$ cat src/rtl/core/bfoc_pkg.sv
package bfoc_pkg;

  // Grid and list sizes
  localparam int GRID_SIDE    = 64;
  localparam int COORD_W      = $clog2(GRID_SIDE);
  localparam int CELL_W       = 2 * COORD_W;
  localparam int MAP_DEPTH    = GRID_SIDE * GRID_SIDE;
  localparam int OPEN_DEPTH   = 256;
  localparam int OPEN_CNT_W   = $clog2(OPEN_DEPTH + 1);
  localparam int CLOSED_DEPTH = 256;
  localparam int CLOSED_PTR_W = $clog2(CLOSED_DEPTH);
  localparam int CLOSED_CNT_W = $clog2(CLOSED_DEPTH + 1);

  // Unsigned Q1.16 value and key
  localparam int FRAC_W  = 16;
  localparam int VALUE_W = FRAC_W + 1;
  localparam int KEY_W   = VALUE_W;
  localparam logic [VALUE_W-1:0] ONE_Q16 = VALUE_W'(1) << FRAC_W;

  localparam int OP_W   = 2;
  localparam int STAT_W = 2;

  typedef enum logic [OP_W-1:0] {
    OP_INS_OPEN   = 2'd0,
    OP_INS_CLOSED = 2'd1,
    OP_POP_OPEN   = 2'd2,
    OP_POP_CLOSED = 2'd3
  } op_t;

  typedef enum logic [STAT_W-1:0] {
    STAT_DONE    = 2'd0,
    STAT_PRESENT = 2'd1,
    STAT_EMPTY   = 2'd2,
    STAT_FULL    = 2'd3
  } status_t;

  typedef enum logic [1:0] {
    S_CLEAR,
    S_IDLE,
    S_EXEC
  } state_t;

  // Membership map entry: {on closed list, on open list}
  typedef logic [1:0] map_ent_t;
  localparam map_ent_t MAP_NONE      = 2'b00;
  localparam map_ent_t MAP_ON_OPEN   = 2'b01;
  localparam map_ent_t MAP_ON_CLOSED = 2'b10;

  typedef struct packed {
    logic [COORD_W-1:0] x;
    logic [COORD_W-1:0] y;
    logic [KEY_W-1:0]   key;
  } open_ent_t;

  typedef struct packed {
    logic ins;
    logic pop;
  } chain_cmd_t;

  typedef struct packed {
    logic              en;
    logic [CELL_W-1:0] addr;
    map_ent_t          data;
  } map_wr_t;

  // Clamp to one, then key = one minus value
  function automatic logic [KEY_W-1:0] key_of(input logic [VALUE_W-1:0] v);
    logic [KEY_W-1:0] k;
    if (v > ONE_Q16) begin
      k = '0;
    end else begin
      k = ONE_Q16 - v;
    end
    return k;
  endfunction

endpackage

$ cat src/rtl/core/bfoc_closed_fifo.sv
module bfoc_closed_fifo (
  input  logic                                clk,
  input  logic                                rst_n,
  input  logic                                push,
  input  logic [bfoc_pkg::CELL_W-1:0]         push_data,
  input  logic                                pop,
  output logic [bfoc_pkg::CELL_W-1:0]         head_data,
  output logic [bfoc_pkg::CLOSED_CNT_W-1:0]   count
);

  localparam int PW = bfoc_pkg::CLOSED_PTR_W;
  localparam logic [PW-1:0] LAST = PW'(bfoc_pkg::CLOSED_DEPTH - 1);

  logic [bfoc_pkg::CELL_W-1:0] mem [bfoc_pkg::CLOSED_DEPTH];
  logic [bfoc_pkg::CELL_W-1:0] rd_r;

  logic [PW-1:0]                        head_r, head_nxt, tail_r, tail_nxt;
  logic [bfoc_pkg::CLOSED_CNT_W-1:0]    cnt_r, cnt_nxt;

  always_comb begin
    head_nxt = head_r;
    tail_nxt = tail_r;
    cnt_nxt  = cnt_r;
    if (push) begin
      tail_nxt = (tail_r == LAST) ? '0 : tail_r + 1'b1;
      cnt_nxt  = cnt_r + 1'b1;
    end else if (pop) begin
      head_nxt = (head_r == LAST) ? '0 : head_r + 1'b1;
      cnt_nxt  = cnt_r - 1'b1;
    end
  end

  always_ff @(posedge clk) begin
    if (!rst_n) begin
      head_r <= '0;
      tail_r <= '0;
      cnt_r  <= '0;
    end else begin
      head_r <= head_nxt;
      tail_r <= tail_nxt;
      cnt_r  <= cnt_nxt;
    end
  end

  always_ff @(posedge clk) begin
    if (push) begin
      mem[tail_r] <= push_data;
    end
    rd_r <= mem[head_r];
  end

  assign head_data = rd_r;
  assign count     = cnt_r;

endmodule

$ cat config.mk
export PLATFORM = sky130hd
export DESIGN_NAME = bfoc_closed_fifo
export DESIGN_NICKNAME = d
export VERILOG_FILES = /design/src/rtl/core/bfoc_pkg.sv /design/src/rtl/core/bfoc_closed_fifo.sv
export SDC_FILE = /design/constraint.sdc
export NUM_CORES = 2
export LEC_CHECK = 0
export BUFFER_PORTS_ARGS = -buffer_cell sky130_fd_sc_hd__buf_2
export CAP_MARGIN = 25
export CORE_ASPECT_RATIO = 1.25
export CORE_MARGIN = 2
export CORE_UTILIZATION = 40
export DETAILED_ROUTE_END_ITERATION = 8
export GPL_ROUTABILITY_DRIVEN = 0
export PLACE_DENSITY = 0.54
export SYNTH_ARGS = -nofsm -noshare
export SYNTH_HDL_FRONTEND = slang
export SYNTH_SLANG_ARGS = --single-unit
export TNS_END_PERCENT = 50
$ cat constraint.sdc
create_clock -name clk -period 3.7 [get_ports clk]
set_clock_uncertainty 0.1 [all_clocks]
set_input_delay 0.185 -clock clk [delete_from_list [all_inputs] [get_ports clk]]
set_output_delay 0.185 -clock clk [all_outputs]
set_load 0.02 [all_outputs]
======== Word level (Yosys, flattened, before mapping) ========
Memory sizes are Yosys's and may differ from the RTL's. A register that Yosys moved wholly into a read port is not among the register bits.
Cells that the tools add are included.
storage, ports and cells
  register bits ........................... 25
  memory bits (writable) .................. 3072
  bits of input ports ..................... 16
  output and inout bits ................... 21
  memories ................................ 1
memories
  memory  words  bits a word  read ports  clocked after Yosys merged registers in  write ports  line                    RTL
  mem     256    12           1           1                                        1            bfoc_closed_fifo.sv:14  logic [bfoc_pkg::CELL_W-1:0] mem [bfoc_pkg::CLOSED_DEPTH];
cells by class
  $add $sub $neg .......................... 4
  equality and inequality tests ........... 2
  multiplexer cells ....................... 6
  bitwise logic cells ..................... 1
  reductions and logical operators ........ 2
operators with widths
  cell                                              number
  two-way mux 9 bit                                 2
  adder 8 x 1 -> 8 bit, second input constant       2
  equality test 8 bit, second input constant        2
  two-way mux 8 bit                                 2
  adder 9 x 1 -> 9 bit, second input constant       1
  subtractor 9 x 1 -> 9 bit, second input constant  1
  two-way mux 1 bit                                 2
  AND reduction 2 bit                               1
  nonzero test 2 bit                                1
  inverter 1 bit                                    1

======== Longest topological paths before layout ========
  depth in word-level cells ............... 3
  gate-level depth with buffers ........... 14

======== Least setup slack after synthesis ========
OpenSTA, ideal clock, no wires.
  path type ............................... reg2reg
  start ................................... register head_r[0]
  end ..................................... register rd_r, in the netlist head_data[8] (read register of mem)
  library setup time ...................... 122 ps
  arrival time ............................ 2519 ps
  required time ........................... 3478 ps
  slack ................................... 959 ps
  stages on the path, launching flop included .. 12
  path buffers ............................ 5
  period minus slack after synthesis ...... 2741 ps
  path through ............................ dfxtp_1 -> buf_6 -> buf_6 -> buf_6 -> buf_4 -> buf_2 -> mux4_2 -> a221oi_1 -> o21ai_0 -> nand4_1 -> o211ai_1 -> o311a_1
RTL lines
  element                 line                    RTL
  start, declared         bfoc_closed_fifo.sv:17  logic [PW-1:0] head_r, head_nxt, tail_r, tail_nxt;
  start signal, assigned  bfoc_closed_fifo.sv:39  head_r <= head_nxt;
  end, declared           bfoc_closed_fifo.sv:15  logic [bfoc_pkg::CELL_W-1:0] rd_r;

==> results by group <==
Outcome
  • Status: completed

Power and ir drop
  • PD cells: 523.5 nW/um2
  • Share of total power in the clock network: 42.6%
  • Leakage power figure: 43.41 nW
  • Peak VDD IR: 352.9 uV
  • P_int: 57.73 mW
  • Comb power frac: 4.2%
  • Reg power frac: 53.1%
  • Switching part of the total: 20.96%
  • Switch Pwr: 15.31 mW

Die
  • Die width: 494.6 um
  • Die area: 305,300 um2
  • Die height: 617.2 um
  • Core ar.: 299,800 um2
  • Initial Util: 40.14%
  • I/O Pins: 37
  • Row cnt: 225

Setup path
  • Critical path endpoint category: flip-flop
  • CP max stage delay: 0.57 ns
  • RR Startpoint: head_r[0]
  • Delay-heaviest family, CP: multiplexers
  • Crit path depth: 10
  • CP Max Fanout: 22
  • Crit path buf inv count: 3
  • CP cell instances: buf_12 > buf_4 > mux4_2 > mux2i_2 > o22ai_1 > a211o_1 > nor2_2 > a211oi_2 > buf_4 > a311o_1
  • Worst path most repeated cell: buf_4
  • Worst EP required: 4.37 ns
  • CP max stage cell: mux4_2
  • Crit. Startpoint: head_r[0]
  • WP data arrival: 4.36 ns
  • Critical path type: flip-flop to flip-flop
  • Worst R2R Path Depth: 10
  • CP startpoint kind: flip-flop

Layout
  • Share of cells above drive strength 1: 29.83%
  • Seq. cell area: 93,010 um2
  • Number of nets in the layout: 6,210
  • Filler instances: 24,770
  • Synth-to-layout area growth: 15.94%
  • Area of the multi-input gates: 25,450 um2

STA
  • Final hold slack: 0.2793 ns
  • Fin crit period: 3.691 ns
  • Final hold vios: 0
  • Pins Over Slew Limit: 0
  • RSZ-0062 raised after global routing: no
  • Worst slew margin: 13.95%
  • Tightest Pin Transition: 1.291 ns
  • Fmax: 0.2709 GHz
  • Setup TNS Final: 0 ns
  • Final setup violation count: 0
  • Final Cycle Share: 99.76%

Logic synthesis
  • Synth area leaders: edfxtp_1, mux4_2, mux2i_1
  • Mapped Area: 120,300 um2
  • Synth area leader: edfxtp_1
  • Cells after synthesis: 5,485
  • Number of enable flip-flop cells after synthesis: 3,072
  • Yosys reg bits: 3,109
  • Post-synth top flop: edfxtp_1
  • Syn Nets: 5,514
  • Ys async rst share: 0%
  • Synth unique cells: 68
  • Most frequent cell after synthesis: edfxtp_1
  • Sequential share of the synthesized area: 77.27%
  • Ys Warns: 0
  • Synth top cells by count: edfxtp_1, mux4_2, nor2_1
  • Top cell type's share of synthesized area: 76.66%
  • Avg Synthesized Cell Area: 21.94 um2

Route
  • Starting DRC count in detailed routing: 7,222
  • Via count: 60,410
  • DRT Pass-1 Iters: 5
  • Final WL: 345,200 um
  • Via/cell ratio: 5.813
  • Post-DR wirelength/cell: 33.21 um
  • DRC Markers: 0
  • Detail Route Antenna Nets: 0

Hold path
  • Min-Delay Startpoint: push_data[4]
  • Path type of the worst min-delay path: input port to flip-flop
  • WHS Path Cells: 2

Global route
  • Vias in the first global route: 60,970
  • Total gr overflow: 0
  • Gr usage total: 22.45%
  • First-pass GRT wire length: 482,900 um
  • Initial antenna violation count: 13
  • Largest net degree at the start of global routing: 137

Run
  • Number of max-cap violations: 0

Clock network
  • Clk pin slew, worst setup/hold paths: 0.06 ns
  • CTS tree: done
  • Root buffer selected by CTS: clkbuf_16
  • Postcts setup bufs: 0
  • TritonCTS Buffers: 317
  • H-Tree Level Count: 5
  • Clock latency on the worst-skew pair: 0.89 ns
  • Clock buffer depth: 4
  • Clock tree sinks: 3,109

Placement
  • Count of input and output buffers: 36
  • Hpwl dp: 219,400 um
==> worst register-to-register path, cell delays in order (launching register included) <==
cell	delay, ns
dfxtp_4	0.53
buf_12	0.27
buf_4	0.27
mux4_2	0.57
mux2i_2	0.39
o22ai_1	0.17
a211o_1	0.35
nor2_2	0.30
a211oi_2	0.15
buf_4	0.19
a311o_1	0.27
==> sequential cells by signal, indices dropped and copies added (netlist names) <==
| name | count |
|---|---|
| count | 9 |
| head_data | 12 |
| tail_r | 8 |
| mem | 3072 |
| head_r | 8 |
==> cells by family (layout without fill, tap and decap cells) <==
family,after synthesis,after routing,synth area share (%)
other,0,4,0
AO/OA/AOI/OAI,464,464,2.618
flip-flops,3109,3109,77.27
multiplexers,1006,1006,16.27
adder cells (fa/ha/maj),13,13,0.1414
buffers and inverters,332,1264,1.695
XOR/XNOR,16,16,0.1164
AND/OR/NAND/NOR,545,545,1.885
==> power by group through the flow <==
stage | Clock (mW) | Sequential (mW) | Combinational, mW
3_5_place_dp | 0 | 39.6 | 3.11
5_1_grt | 33.0 | 38.8 | 3.28
2_1_floorplan | 0 | 39.6 | 1.58
3_3_place_gp | 0 | 39.6 | 3.06
6_report | 31.1 | 38.8 | 3.09
4_1_cts | 31.7 | 38.8 | 3.14
==> cell type report <==
cell class                      instances  share of cell area [%]
Antenna cell                            4                0.007174
Clock buffer                          389                   5.971
Clock inverter                        166                   1.093
Inverter                               11                 0.03677
Multi-Input combinational cell       2044                   18.24
Sequential cell                      3109                   66.67
Tap cell                             3972                   3.562
Timing Repair Buffer                  698                   4.424
==> per-layer routing <==
metal  GRT usage [%]  share of wire (%)  vias to the layer above  routed length (um)
met4           6.846                3.4                        6               11640
met3           3.556                7.1                      517               24350
met5               0              0.010                        -                  36
li1                -                  -                    24490                   -
met2           36.82                 49                     2464              169600
met1           30.91                 40                    32930              139600
==> path summary, 6_finish.rpt <==
check | end | slack, ns
worst min-delay path | mem[171][4] | 0.28
worst max-delay path | head_data[4] | 0.009
worst max register to register | head_data[4] | 0.009
worst min register to register | count[3] | 0.50
==> cell usage in the layout (no fill, tap or decap), types with 65 or more instances in the layout <==
cell	instances
mux4_2	755
o21ai_0	77
edfxtp_1	3072
nand2_1	126
a21oi_1	98
buf_4	576
buf_12	65
mux2i_1	237
a221oi_1	69
clkbuf_1	66
clkinv_1	65
clkbuf_16	323
nor2_1	308
==> through the flow <==
| stage | area, um2 | setup slack (ns) | std cells | utilization, % | power, mW |
|---|---|---|---|---|---|
| final | 139500 | 0.009006 | 10390 | 46.53 | 73.04 |
| after detailed placement | 129400 | -0.5442 | 9818 | 43.15 | 42.68 |
| after CTS | 139500 | -0.02112 | 10390 | 46.52 | 73.64 |
| after global placement | 129400 | -0.4739 | 9817 | 43.15 | 42.63 |
| after floorplan | 120300 | 0.9592 | 5485 | - | 41.15 |
| after global routing | 139500 | 0.006636 | 10390 | 46.53 | 75.05 |
==> what timing repair did <==
item	4_1_cts	5_1_grt
pin swaps	1	0
endpoints found under the setup margin	7	5
hold endpoints to repair	1210	0
gates resized for setup	17	10
hold buffers	16	0
Power figures use the tool's default switching activity.
